### config.mk
export PLATFORM = sky130hd
export DESIGN_NAME = ima_adpcm_block_encoder_core_flat
export DESIGN_NICKNAME = d
export VERILOG_FILES = /design/src/rtl/imaenc_pkg.sv /design/src/rtl/imaenc_if.sv /design/src/rtl/ima_adpcm_block_encoder_core.sv /design/src/rtl/imaenc_coder.sv /design/src/rtl/imaenc_byte_queue.sv /design/src/flat_wrapper.sv
export SDC_FILE = /design/constraint.sdc
export NUM_CORES = 1
export LEC_CHECK = 0
export BUFFER_PORTS_ARGS = -buffer_cell sky130_fd_sc_hd__buf_4
export CAP_MARGIN = 10
export CELL_PAD_IN_SITES_DETAIL_PLACEMENT = 1
export CELL_PAD_IN_SITES_GLOBAL_PLACEMENT = 1
export CORE_MARGIN = 1.5
export CORE_UTILIZATION = 53
export CTS_BUF_LIST = sky130_fd_sc_hd__clkbuf_4 sky130_fd_sc_hd__clkbuf_8
export CTS_CLUSTER_SIZE = 20
export DETAILED_ROUTE_END_ITERATION = 16
export PLACE_DENSITY_LB_ADDON = 0.1
export SLEW_MARGIN = 30
export SYNTH_ARGS = -nofsm -noshare
export SYNTH_HDL_FRONTEND = slang
export SYNTH_SLANG_ARGS = --single-unit
### constraint.sdc
create_clock -name clk_i -period 31.3 [get_ports clk_i]
set_input_delay 9.39 -clock clk_i [delete_from_list [all_inputs] [get_ports clk_i]]
set_output_delay 9.39 -clock clk_i [all_outputs]
set_load 0.01 [all_outputs]
### src/rtl/imaenc_pkg.sv
// ----------------------------------------------------------------------------
// imaenc_pkg
// Shared constants, tables and types of the IMA ADPCM block encoder.
// ----------------------------------------------------------------------------
`default_nettype none

package imaenc_pkg;

  localparam int unsigned SamplesPerBlock = 505;
  localparam int unsigned PosW            = 13;
  localparam int unsigned IdxW            = 7;
  localparam int unsigned StepW           = 15;
  localparam int unsigned GrpMax          = 4;
  localparam int unsigned CntW            = 3;

  localparam logic [PosW-1:0] LastPos  = PosW'(SamplesPerBlock - 1);
  localparam logic [IdxW-1:0] MaxIndex = IdxW'(88);

  localparam logic [StepW-1:0] StepTab [89] = '{
    15'd7, 15'd8, 15'd9, 15'd10, 15'd11, 15'd12, 15'd13, 15'd14, 15'd16, 15'd17,
    15'd19, 15'd21, 15'd23, 15'd25, 15'd28, 15'd31, 15'd34, 15'd37, 15'd41,
    15'd45, 15'd50, 15'd55, 15'd60, 15'd66, 15'd73, 15'd80, 15'd88, 15'd97,
    15'd107, 15'd118, 15'd130, 15'd143, 15'd157, 15'd173, 15'd190, 15'd209,
    15'd230, 15'd253, 15'd279, 15'd307, 15'd337, 15'd371, 15'd408, 15'd449,
    15'd494, 15'd544, 15'd598, 15'd658, 15'd724, 15'd796, 15'd876, 15'd963,
    15'd1060, 15'd1166, 15'd1282, 15'd1411, 15'd1552, 15'd1707, 15'd1878,
    15'd2066, 15'd2272, 15'd2499, 15'd2749, 15'd3024, 15'd3327, 15'd3660,
    15'd4026, 15'd4428, 15'd4871, 15'd5358, 15'd5894, 15'd6484, 15'd7132,
    15'd7845, 15'd8630, 15'd9493, 15'd10442, 15'd11487, 15'd12635, 15'd13899,
    15'd15289, 15'd16818, 15'd18500, 15'd20350, 15'd22385, 15'd24623,
    15'd27086, 15'd29794, 15'd32767
  };

  function automatic logic [StepW-1:0] step_lookup(input logic [IdxW-1:0] idx);
    logic [StepW-1:0] step;
    if (idx > MaxIndex) begin
      step = StepTab[88];
    end else begin
      step = StepTab[idx];
    end
    return step;
  endfunction

  // signed index adjustment for the three magnitude bits of a code
  function automatic logic signed [4:0] index_adjust(input logic [2:0] mag);
    logic signed [4:0] adj;
    case (mag)
      3'd4:    adj = 5'sd2;
      3'd5:    adj = 5'sd4;
      3'd6:    adj = 5'sd6;
      3'd7:    adj = 5'sd8;
      default: adj = -5'sd1;
    endcase
    return adj;
  endfunction

  typedef struct packed {
    logic [CntW-1:0]       cnt;
    logic [GrpMax-1:0][7:0] bytes;
    logic [GrpMax-1:0]     ends;
  } imaenc_grp_t;

endpackage

`default_nettype wire

### src/rtl/imaenc_if.sv
// ----------------------------------------------------------------------------
// imaenc_if
// Valid/ready channels of the encoder: PCM samples in, encoded bytes out.
// ----------------------------------------------------------------------------
`default_nettype none

interface imaenc_sample_if;
  logic               valid;
  logic               ready;
  logic signed [15:0] sample;

  modport source (output valid, output sample, input ready);
  modport sink (input valid, input sample, output ready);
endinterface

interface imaenc_byte_if;
  logic       valid;
  logic       ready;
  logic [7:0] out_byte;
  logic       block_end;

  modport source (output valid, output out_byte, output block_end, input ready);
  modport sink (input valid, input out_byte, input block_end, output ready);
endinterface

`default_nettype wire

### src/rtl/ima_adpcm_block_encoder_core.sv
// ----------------------------------------------------------------------------
// ima_adpcm_block_encoder_core
// IMA ADPCM 4-bit block encoder: PCM samples in, block bytes out.
//
//   channel  dir  payload                 transaction
//   in_i     in   sample[15:0] signed     valid && ready
//   out_o    out  out_byte[7:0],block_end valid && ready
//
// A sample is registered, coded combinationally and its bytes loaded into
// the result register; bytes leave one per cycle while out_o is ready. A
// block-start sample gives four header bytes; a coded sample gives at most
// one byte and a new sample can enter every cycle while the result register
// is free. Stalls hold the result register and back up into the input register.
// Reset is asynchronous and clears the coder state to the start of a block.
// ----------------------------------------------------------------------------
`default_nettype none

module ima_adpcm_block_encoder_core
  import imaenc_pkg::*;
(
  input  wire logic      clk_i,
  input  wire logic      rst_ni,
  imaenc_sample_if.sink  in_i,
  imaenc_byte_if.source  out_o
);

  imaenc_grp_t grp;
  logic        load;
  logic        q_free;

  imaenc_coder u_coder (
    .clk_i    (clk_i),
    .rst_ni   (rst_ni),
    .in_i     (in_i),
    .q_free_i (q_free),
    .grp_o    (grp),
    .load_o   (load)
  );

  imaenc_byte_queue u_queue (
    .clk_i  (clk_i),
    .rst_ni (rst_ni),
    .grp_i  (grp),
    .load_i (load),
    .free_o (q_free),
    .out_o  (out_o)
  );

endmodule

`default_nettype wire

### src/rtl/imaenc_coder.sv
// ----------------------------------------------------------------------------
// imaenc_coder
// Input register, encoder state and single-pass IMA code computation; builds
// the byte group that one sample produces.
// ----------------------------------------------------------------------------
`default_nettype none

module imaenc_coder
  import imaenc_pkg::*;
(
  input  wire logic        clk_i,
  input  wire logic        rst_ni,
  imaenc_sample_if.sink    in_i,
  input  wire logic        q_free_i,
  output imaenc_grp_t      grp_o,
  output logic             load_o
);

  logic               in_vld_q;
  logic signed [15:0] sample_q;
  logic signed [15:0] pred_q, pred_d;
  logic [IdxW-1:0]    idx_q, idx_d;
  logic [PosW-1:0]    pos_q, pos_d;
  logic [3:0]         held_q, held_d;
  logic               fire;

  logic [IdxW-1:0]    si;
  logic [StepW-1:0]   step;
  logic [16:0]        diff, mag, r1, r2, s_full, s_half, s_quar, delta;
  logic               neg, b2, b1, b0;
  logic [3:0]         code;
  logic signed [17:0] np;
  logic signed [7:0]  ni;
  logic               is_last;
  imaenc_grp_t        grp;

  always_ff @(posedge clk_i or negedge rst_ni) begin
    if (!rst_ni) begin
      in_vld_q <= 1'b0;
    end else if (in_i.ready) begin
      in_vld_q <= in_i.valid;
    end
  end

  always_ff @(posedge clk_i) begin
    if (in_i.valid && in_i.ready) begin
      sample_q <= in_i.sample;
    end
  end

  always_ff @(posedge clk_i or negedge rst_ni) begin
    if (!rst_ni) begin
      pred_q <= '0;
      idx_q  <= '0;
      pos_q  <= '0;
      held_q <= '0;
    end else if (fire) begin
      pred_q <= pred_d;
      idx_q  <= idx_d;
      pos_q  <= pos_d;
      held_q <= held_d;
    end
  end

  always_comb begin
    si     = (idx_q > MaxIndex) ? MaxIndex : idx_q;
    step   = step_lookup(si);
    s_full = {2'b00, step};
    s_half = {3'b000, step[StepW-1:1]};
    s_quar = {4'b0000, step[StepW-1:2]};
    diff   = {sample_q[15], sample_q} - {pred_q[15], pred_q};
    neg    = diff[16];
    mag    = neg ? (17'd0 - diff) : diff;
    b2     = (mag >= s_full);
    r1     = b2 ? (mag - s_full) : mag;
    b1     = (r1 >= s_half);
    r2     = b1 ? (r1 - s_half) : r1;
    b0     = (r2 >= s_quar);
    delta  = {5'b00000, step[StepW-1:3]} + (b2 ? s_full : 17'd0)
           + (b1 ? s_half : 17'd0) + (b0 ? s_quar : 17'd0);
    code   = {neg, b2, b1, b0};
    np     = neg ? ({{2{pred_q[15]}}, pred_q} - $signed({1'b0, delta}))
                 : ({{2{pred_q[15]}}, pred_q} + $signed({1'b0, delta}));
    ni     = $signed({1'b0, si}) + 8'(index_adjust(code[2:0]));
  end

  always_comb begin
    pred_d     = pred_q;
    idx_d      = idx_q;
    held_d     = held_q;
    pos_d      = pos_q;
    grp        = '0;
    is_last    = (pos_q >= LastPos);
    if (pos_q == '0) begin
      pred_d       = sample_q;
      idx_d        = '0;
      held_d       = '0;
      pos_d        = PosW'(1);
      grp.cnt      = CntW'(GrpMax);
      grp.bytes[0] = sample_q[7:0];
      grp.bytes[1] = sample_q[15:8];
    end else begin
      if (np < -18'sd32768) begin
        pred_d = 16'sh8000;
      end else if (np > 18'sd32767) begin
        pred_d = 16'sh7fff;
      end else begin
        pred_d = np[15:0];
      end
      if (ni < 8'sd0) begin
        idx_d = '0;
      end else if (ni > $signed({1'b0, MaxIndex})) begin
        idx_d = MaxIndex;
      end else begin
        idx_d = ni[IdxW-1:0];
      end
      pos_d = is_last ? '0 : (pos_q + PosW'(1));
      if (pos_q[0]) begin
        held_d = code;
        if (is_last) begin
          grp.cnt      = CntW'(1);
          grp.bytes[0] = {4'b0000, code};
          grp.ends[0]  = 1'b1;
        end
      end else begin
        grp.cnt      = CntW'(1);
        grp.bytes[0] = {code, held_q};
        grp.ends[0]  = is_last;
      end
    end
  end

  assign fire     = in_vld_q && (q_free_i || (grp.cnt == '0));
  assign load_o   = fire && (grp.cnt != '0);
  assign grp_o    = grp;
  assign in_i.ready = !in_vld_q || fire;

  a_idx_range: assert property (@(posedge clk_i) disable iff (!rst_ni)
    idx_q <= MaxIndex)
    else $error("step index out of range");

  a_pos_range: assert property (@(posedge clk_i) disable iff (!rst_ni)
    pos_q <= LastPos)
    else $error("block position out of range");

  a_header_resets: assert property (@(posedge clk_i) disable iff (!rst_ni)
    fire && (pos_q == '0) |=> (idx_q == '0) && (pos_q == PosW'(1)))
    else $error("block start did not reload state");

endmodule

`default_nettype wire

### src/rtl/imaenc_byte_queue.sv
// ----------------------------------------------------------------------------
// imaenc_byte_queue
// Result register holding one sample's byte group; shifts bytes out one per
// transaction.
// ----------------------------------------------------------------------------
`default_nettype none

module imaenc_byte_queue
  import imaenc_pkg::*;
(
  input  wire logic        clk_i,
  input  wire logic        rst_ni,
  input  wire imaenc_grp_t grp_i,
  input  wire logic        load_i,
  output logic             free_o,
  imaenc_byte_if.source    out_o
);

  logic [CntW-1:0]        cnt_q;
  logic [GrpMax-1:0][7:0] byte_q;
  logic [GrpMax-1:0]      end_q;
  logic                   pop;

  assign pop    = (cnt_q != '0) && out_o.ready;
  assign free_o = (cnt_q == '0) || ((cnt_q == CntW'(1)) && out_o.ready);

  always_ff @(posedge clk_i or negedge rst_ni) begin
    if (!rst_ni) begin
      cnt_q <= '0;
    end else if (load_i) begin
      cnt_q <= grp_i.cnt;
    end else if (pop) begin
      cnt_q <= cnt_q - CntW'(1);
    end
  end

  always_ff @(posedge clk_i) begin
    if (load_i) begin
      byte_q <= grp_i.bytes;
      end_q  <= grp_i.ends;
    end else if (pop) begin
      byte_q <= {8'h00, byte_q[GrpMax-1:1]};
      end_q  <= {1'b0, end_q[GrpMax-1:1]};
    end
  end

  assign out_o.valid     = (cnt_q != '0);
  assign out_o.out_byte  = byte_q[0];
  assign out_o.block_end = end_q[0];

  a_load_when_free: assert property (@(posedge clk_i) disable iff (!rst_ni)
    load_i |-> free_o)
    else $error("group loaded over pending bytes");

  a_cnt_range: assert property (@(posedge clk_i) disable iff (!rst_ni)
    cnt_q <= CntW'(GrpMax))
    else $error("byte count out of range");

  a_load_shows: assert property (@(posedge clk_i) disable iff (!rst_ni)
    load_i |=> out_o.valid)
    else $error("loaded group not presented");

endmodule

`default_nettype wire
### src/flat_wrapper.sv
// flat-port wrapper written by rule: the top's interface ports become plain ports
module ima_adpcm_block_encoder_core_flat import imaenc_pkg::*;
  (clk_i, rst_ni, in_i_valid, in_i_sample, in_i_ready, out_o_valid, out_o_out_byte, out_o_block_end, out_o_ready);
  imaenc_sample_if in_i_i ();
  imaenc_byte_if out_o_i ();
  input  wire logic clk_i;
  input  wire logic rst_ni;
  input wire logic [$bits(in_i_i.valid)-1:0] in_i_valid;
  input wire logic [$bits(in_i_i.sample)-1:0] in_i_sample;
  output wire logic [$bits(in_i_i.ready)-1:0] in_i_ready;
  output wire logic [$bits(out_o_i.valid)-1:0] out_o_valid;
  output wire logic [$bits(out_o_i.out_byte)-1:0] out_o_out_byte;
  output wire logic [$bits(out_o_i.block_end)-1:0] out_o_block_end;
  input wire logic [$bits(out_o_i.ready)-1:0] out_o_ready;
  assign in_i_i.valid = in_i_valid;
  assign in_i_i.sample = in_i_sample;
  assign in_i_ready = in_i_i.ready;
  assign out_o_valid = out_o_i.valid;
  assign out_o_out_byte = out_o_i.out_byte;
  assign out_o_block_end = out_o_i.block_end;
  assign out_o_i.ready = out_o_ready;
  ima_adpcm_block_encoder_core u_core (.clk_i(clk_i), .rst_ni(rst_ni), .in_i(in_i_i), .out_o(out_o_i));
endmodule
==> metrics, run 1 <==
ANT nets after route=0; adder-cell share of the synthesized area=17.8%; Worst EP required=31.59 ns; Synth Area in XOR/XNOR=6.86%; initial antenna violation count=0; clk slew on worst S/H paths=0.09 ns; first-pass GRT wire length=61,500 um; drt via density=6.61; share of cells above drive strength 1=7.19%; CP Launch Type=register; DR DRC count=0; largest cells by area after synthesis=ha_1 (13%), dfrtp_1 (9.5%), edfxtp_1 (8.6%); Warnings, synthesis=0; final critical-path required period=20.38 ns; wire per inst=21.5 um; Die Ht=151 um; share of the synthesized area in the top cell type=12.7%; clk_lat worst skew=0.37 ns; Core ar.=21,200 um2; reg-to-reg slack, setup=10.92 ns; # fillers=2,745; Setup CP Type=register to register; Cells after Synth=1,526; Max-cap violations=0; gr usage total=34.4%; vias in the first global route=11,800; Final Max Slew Viols=0; area delta synth->final=5.52%; clk sinks=77; full die area=22,700 um2; Synth Register Bits=77; Multi-input gate area=8760 um2; Crit path top cell by count=o21ai_0; number of synthesized flops with an enable pin=33; Synth Area in Compound Gates=28.2%; Final Hold Fails=0; Final Skew=0.0116 ns; CTS Hold Buffers Added=0; status=finished clean; leading area contributor after synthesis=ha_1; post-cts resize count=0; n_diodes=0; IO Pins=31; Synth Net Count=1,693; CP Capture Type=register; Synth Area per Inst=7.58 um2; leading cell type by number of instances after synthesis=nor2_1; Crit Path Max Fanout=42; Async SR Flop Fraction=57.1%; count of different cell masters after synthesis=87; mux contribution to synthesized area=0.887%; H-tree depth=3; postcts setup bufs=0; sequential area share after synthesis=18.1%; # rows=53; Worst Hold Class=register to register; Die Wd=151 um; Net count, final=1,677; largest family of logic cells by synthesized area=compound AO/OA/AOI/OAI gates; Storage cell area=2090 um2; max frequency=49.1 MHz; Final Setup Violations=0; Placer Congestion=0.928; period utilization=65.1%; post-DP HPWL=29,300 um; CTS buffer count=9; RSZ-0062 raised after global routing=no; via count=11,800; initial core utilization=54.5%; CTS tree=built; port buffer count=30; worst-margin pin slew=0.979 ns; largest net degree at the start of global routing=45; drt total wl=38,500 um; clk root buf=clkbuf_8; simple-gate share of the synthesized area=21.7%; worst rel slew slack=34.8%; critical path's largest stage delay=0.87 ns; Worst Path Arrival=20.67 ns; CTS max path bufs=2; Sum Neg Setup Slack=0 ns; Post-synth top cells=nor2_1 (161), nand2_1 (129), o21ai_0 (124), a21oi_1 (123), ha_1 (117); TritonRoute pass-1 iters=5; grt total ovfl=0; slowest CP cell=dfrtp_1; Most used DFF post-synth=dfrtp_1; DR iter-0 viols=806; Post-Syn Area=11,600 um2
## registers in the layout, summed over array words and instances (netlist names)
register	flops
u_core.u_coder.held_q	4
u_core.u_coder.idx_q	7
u_core.u_coder.in_vld_q	1
u_core.u_coder.pos_q	13
u_core.u_coder.pred_q	16
u_core.u_coder.sample_q	16
u_core.u_queue.byte_q	8
u_core.u_queue.cnt_q	3
u_core.u_queue.end_q	1
u_core.u_queue.out_o.out_byte	8
## metal layers
metal  wire length [um]  global-route usage, %  vias to the layer above
met4               1310                   12.4                        0
met5                  0                      0                        -
met1              16600                   45.6                     5825
met2              18700                   58.4                      397
li1                   -                      -                     5513
met3               1910                   2.73                       91
## cells in the final DEF (no fill, tap or decap), drive strengths merged, types with 24 or more instances in the layout
| cell type | synthesis | routed |
|---|---|---|
| a31oi | 26 | 26 |
| xor2 | 30 | 30 |
| ha | 117 | 117 |
| a21o | 24 | 24 |
| nor2 | 161 | 161 |
| nand2 | 129 | 129 |
| a21oi | 132 | 132 |
| nand2b | 26 | 26 |
| and3 | 29 | 29 |
| edfxtp | 33 | 33 |
| nor3 | 36 | 36 |
| dfrtp | 44 | 44 |
| nand3 | 40 | 40 |
| inv | 98 | 101 |
| o21ai | 126 | 126 |
| xnor2 | 58 | 58 |
| buf | 22 | 56 |
| fa | 30 | 30 |
## kinds of logic after synthesis
| family | Yosys count |
|---|---|
| multiplexers | 10 |
| XOR/XNOR | 89 |
| buffers and inverters | 184 |
| flip-flops | 77 |
| adder cells (fa/ha/maj) | 147 |
| AND/OR/NAND/NOR | 519 |
| AO/OA/AOI/OAI | 500 |
## worst paths after layout
| path | startpoint | endpoint | depth (start not counted) |
|---|---|---|---|
| setup / recovery | u_core.u_coder.idx_q[0] | u_core.u_coder.pred_q[5] | 77 |
| hold / removal | u_core.u_coder.held_q[1] | u_core.u_coder.held_q[1] | 2 |
| setup reg to reg | u_core.u_coder.idx_q[0] | u_core.u_coder.pred_q[5] | 77 |
| hold reg to reg | u_core.u_coder.held_q[1] | u_core.u_coder.held_q[1] | 2 |
| max in group asynchronous | rst_ni | u_core.u_coder.pred_q[14] | 1 |
| min in group asynchronous | rst_ni | u_core.u_coder.pos_q[12] | 1 |
## layout make-up
cell class	count	share of cell area [%]
flip-flops and latches	77	17.1
multi-input cells	1265	71.7
inverters	101	3.11
repair buffers	56	3.44
clock inverters	7	0.748
well taps	275	2.82
clock buffers	9	1.01
## critical path, delay by kind of cell, from the launching register on
kind                       cells  cell delay, ns
AOI/OAI and AO/OA             38            8.19
buffers and inverters          8            1.89
and+or+nand+nor               19            4.69
xor gates and xnor gates       3            0.70
muxes                          1            0.38
DFF                            1            0.87
adders and majority gates      8            3.46
## through the flow
step                hold slack [ns]  area [um2]  utilization (%)  std cells  setup WS [ns]
CTS                           0.518       12200             57.4       1790          10.97
finish                        0.518       12200             57.5       1790          10.92
global route                  0.552       12200             57.5       1790           9.46
global placement              0.471       12000             56.4       1774          11.60
detailed placement            0.482       12000             56.4       1774          11.11
floorplan                     0.451       11600                -       1526          12.06
Power of run 1 is not shown: default switching activity piles up to over one toggle a cycle in this logic, so the estimate is an artifact.
==> inputs of run 2 (changes only) <==
--- a/config.mk
+++ b/config.mk
@@ -5,12 +5,13 @@
 export SDC_FILE = /design/constraint.sdc
 export NUM_CORES = 1
 export LEC_CHECK = 0
+export ABC_AREA = 1
 export BUFFER_PORTS_ARGS = -buffer_cell sky130_fd_sc_hd__buf_4
 export CAP_MARGIN = 10
 export CELL_PAD_IN_SITES_DETAIL_PLACEMENT = 1
 export CELL_PAD_IN_SITES_GLOBAL_PLACEMENT = 1
 export CORE_MARGIN = 1.5
-export CORE_UTILIZATION = 53
+export CORE_UTILIZATION = 48
 export CTS_BUF_LIST = sky130_fd_sc_hd__clkbuf_4 sky130_fd_sc_hd__clkbuf_8
 export CTS_CLUSTER_SIZE = 20
 export DETAILED_ROUTE_END_ITERATION = 16
==> constraint.sdc (replaced) <==
create_clock -name clk_i -period 20.7 [get_ports clk_i]
set_input_delay 6.21 -clock clk_i [delete_from_list [all_inputs] [get_ports clk_i]]
set_output_delay 6.21 -clock clk_i [all_outputs]
set_load 0.01 [all_outputs]
==> metrics, run 2 <==
final critical-path required period=17.34 ns (was 20.38 ns); Worst Path Arrival=17.63 ns (was 20.67 ns); worst-margin pin slew=0.941 ns (was 0.979 ns); postcts setup bufs=0 (unchanged); drt total wl=37,600 um (was 38,500 um); DR iter-0 viols=607 (was 806); CTS tree=built (unchanged); CTS buffer count=9 (unchanged); most frequent cells in the layout=nand2_1 (359), inv_1 (292), nor2_1 (175) (was nor2_1 (161), nand2_1 (129), o21ai_0 (123)); drt via density=5.66 (was 6.61); Max-cap violations=0 (unchanged); Crit Path Max Fanout=36 (was 42); DR DRC count=0 (unchanged); Die Ht=156 um (was 151 um); sequential area share after synthesis=18.6% (was 18.1%); Post-Syn Area=11,200 um2 (was 11,600 um2); Final Skew=0.0215 ns (was 0.0116 ns); post-DP HPWL=30,600 um (was 29,300 um); area delta synth->final=6.22% (was 5.52%); Cells after Synth=1,693 (was 1,526); grt total ovfl=0 (unchanged); clk slew on worst S/H paths=0.11 ns (was 0.09 ns); Synth Register Bits=77 (unchanged); port buffer count=30 (unchanged); Synth Area per Inst=6.63 um2 (was 7.58 um2); RSZ-0062 raised after global routing=no (unchanged); Min Hold Slack=0.503 ns (was 0.518 ns); share of cells above drive strength 1=5.91% (was 7.19%); most common cell after layout, fill and taps aside=nand2_1 (was nor2_1); largest net degree at the start of global routing=45 (unchanged); CP Capture Type=register (unchanged); Final Hold Fails=0 (unchanged); TritonRoute pass-1 iters=5 (unchanged); n_diodes=0 (unchanged); # fillers=3,142 (was 2,745); # rows=55 (was 53); design area=11,900 um2 (was 12,200 um2); clk sinks=77 (unchanged); largest cells by area after synthesis=ha_1 (13%), nand2_1 (12%), dfrtp_1 (9.8%) (was ha_1 (13%), dfrtp_1 (9.5%), edfxtp_1 (8.6%)); gr usage total=32.0% (was 34.4%); leading cell type by number of instances after synthesis=nand2_1 (was nor2_1); Core ar.=22,800 um2 (was 21,200 um2); Die Wd=156 um (was 151 um); via count=11,400 (was 11,800); status=finished clean (unchanged); Final Setup Violations=0 (unchanged); ANT nets after route=0 (unchanged); leading area contributor after synthesis=ha_1 (unchanged); wire per inst=18.6 um (was 21.5 um); critical path's largest stage delay=0.72 ns (was 0.87 ns); number of synthesized flops with an enable pin=33 (unchanged); clk_lat worst skew=0.38 ns (was 0.37 ns); Crit path top cell by count=inv_1 (was o21ai_0); Async SR Flop Fraction=57.1% (unchanged); initial antenna violation count=0 (unchanged); CP Launch Type=register (unchanged); Sum Neg Setup Slack=0 ns (unchanged); Net count, final=1,870 (was 1,677); vias in the first global route=11,900 (was 11,800); clk root buf=clkbuf_8 (unchanged); count of different cell masters after synthesis=59 (was 87); fin cells=2,021 (was 1,790); IO Pins=31 (unchanged); Worst EP required=20.99 ns (was 31.59 ns); Final Max Slew Viols=0 (unchanged); initial core utilization=49.3% (was 54.5%); Worst Hold Class=register to register (unchanged); H-tree depth=3 (unchanged); CTS Hold Buffers Added=0 (unchanged); slowest CP cell=nor2_4 (was dfrtp_1); worst rel slew slack=36.8% (was 34.8%); Synth Net Count=1,860 (was 1,693); Setup CP Type=register to register (unchanged); Placer Congestion=0.999 (was 0.928); max frequency=57.7 MHz (was 49.1 MHz); Warnings, synthesis=0 (unchanged); first-pass GRT wire length=62,000 um (was 61,500 um); Largest regs=u_core.u_coder.pred_q x16, u_core.u_coder.sample_q x16, u_core.u_coder.pos_q x13 (unchanged); full die area=24,300 um2 (was 22,700 um2); DP Cell Count=2,005 (was 1,774); Placed Area=11,700 um2 (was 12,000 um2); post-cts resize count=0 (unchanged); period utilization=83.8% (was 65.1%); share of the synthesized area in the top cell type=13.0% (was 12.7%); Most used DFF post-synth=dfrtp_1 (unchanged); CTS max path bufs=2 (unchanged); Post-synth top cells=nand2_1 (359), inv_1 (292), nor2_1 (176), ha_1 (117), a21oi_1 (113) (was nor2_1 (161), nand2_1 (129), o21ai_0 (124), a21oi_1 (123), ha_1 (117))
[run 2: cell types whose count changed after synthesis, moves of 21 or more]
cell      change
nand2_1     +230
inv_1       +195
nand3_1      +41
clkbuf_1     -38
and3_1       -28
xnor2_1      -28
nand2b_1     -26
o21ai_0      -26
xor2_1       +26
a21o_1       -21
[run 2: worst max-delay path, delay by kind of cell (launching register included)]
family	cells	cell delay, ns
DFF	1	0.52
xor gates and xnor gates	3	0.55
AOI/OAI and AO/OA	26	5.10
buffers and inverters	14	1.86
and+or+nand+nor	36	6.41
adders and majority gates	8	2.78
[run 2: routing by layer]
metal,vias up,wire [um],track usage [%]
met3,76,1230,2.64
met2,252,17900,55.1
met4,0,1320,11.2
met5,-,0,0
li1,5537,-,-
met1,5565,17100,42.2
[run 2: kinds of logic after synthesis]
logic type | after synthesis | share of synthesized area [%]
xor gates and xnor gates | 86 | 6.71
buffers and inverters | 342 | 11.9
AOI/OAI and AO/OA | 325 | 17.0
adders and majority gates | 147 | 18.4
DFF | 77 | 18.6
and+or+nand+nor | 716 | 27.4
[run 2: cell type report]
class,instances,area [um2],area share (%)
Timing Repair Buffer,42,315,2.64
Tap cell,313,392,3.28
Inverter,299,1120,9.41
Clock buffer,9,124,1.04
Sequential cell,77,2090,17.5
Multi-Input combinational cell,1274,7800,65.4
Clock inverter,7,83.8,0.703
[run 2: stage by stage]
stage | utilization, % | worst slack [ns]
floorplan | - | 6.86
global placement | 51.5 | 4.28
detailed placement | 51.5 | 3.53
CTS | 52.4 | 3.45
global route | 52.4 | 1.35
finish | 52.4 | 3.36
[run 2: worst paths after layout]
kind | startpoint | end | slack (ns) | depth (start not counted)
setup / recovery | u_core.u_coder.idx_q[6] | u_core.u_coder.pred_q[1] | 3.36 | 87
hold / removal | u_core.u_coder.pos_q[10] | u_core.u_coder.pos_q[10] | 0.50 | 2
setup reg to reg | u_core.u_coder.idx_q[6] | u_core.u_coder.pred_q[1] | 3.36 | 87
hold reg to reg | u_core.u_coder.pos_q[10] | u_core.u_coder.pos_q[10] | 0.50 | 2
max in group asynchronous | rst_ni | u_core.u_coder.pred_q[12] | 14.42 | 1
min in group asynchronous | rst_ni | u_core.u_coder.pos_q[10] | 5.85 | 1
Power of run 2 is left out for the same reason.
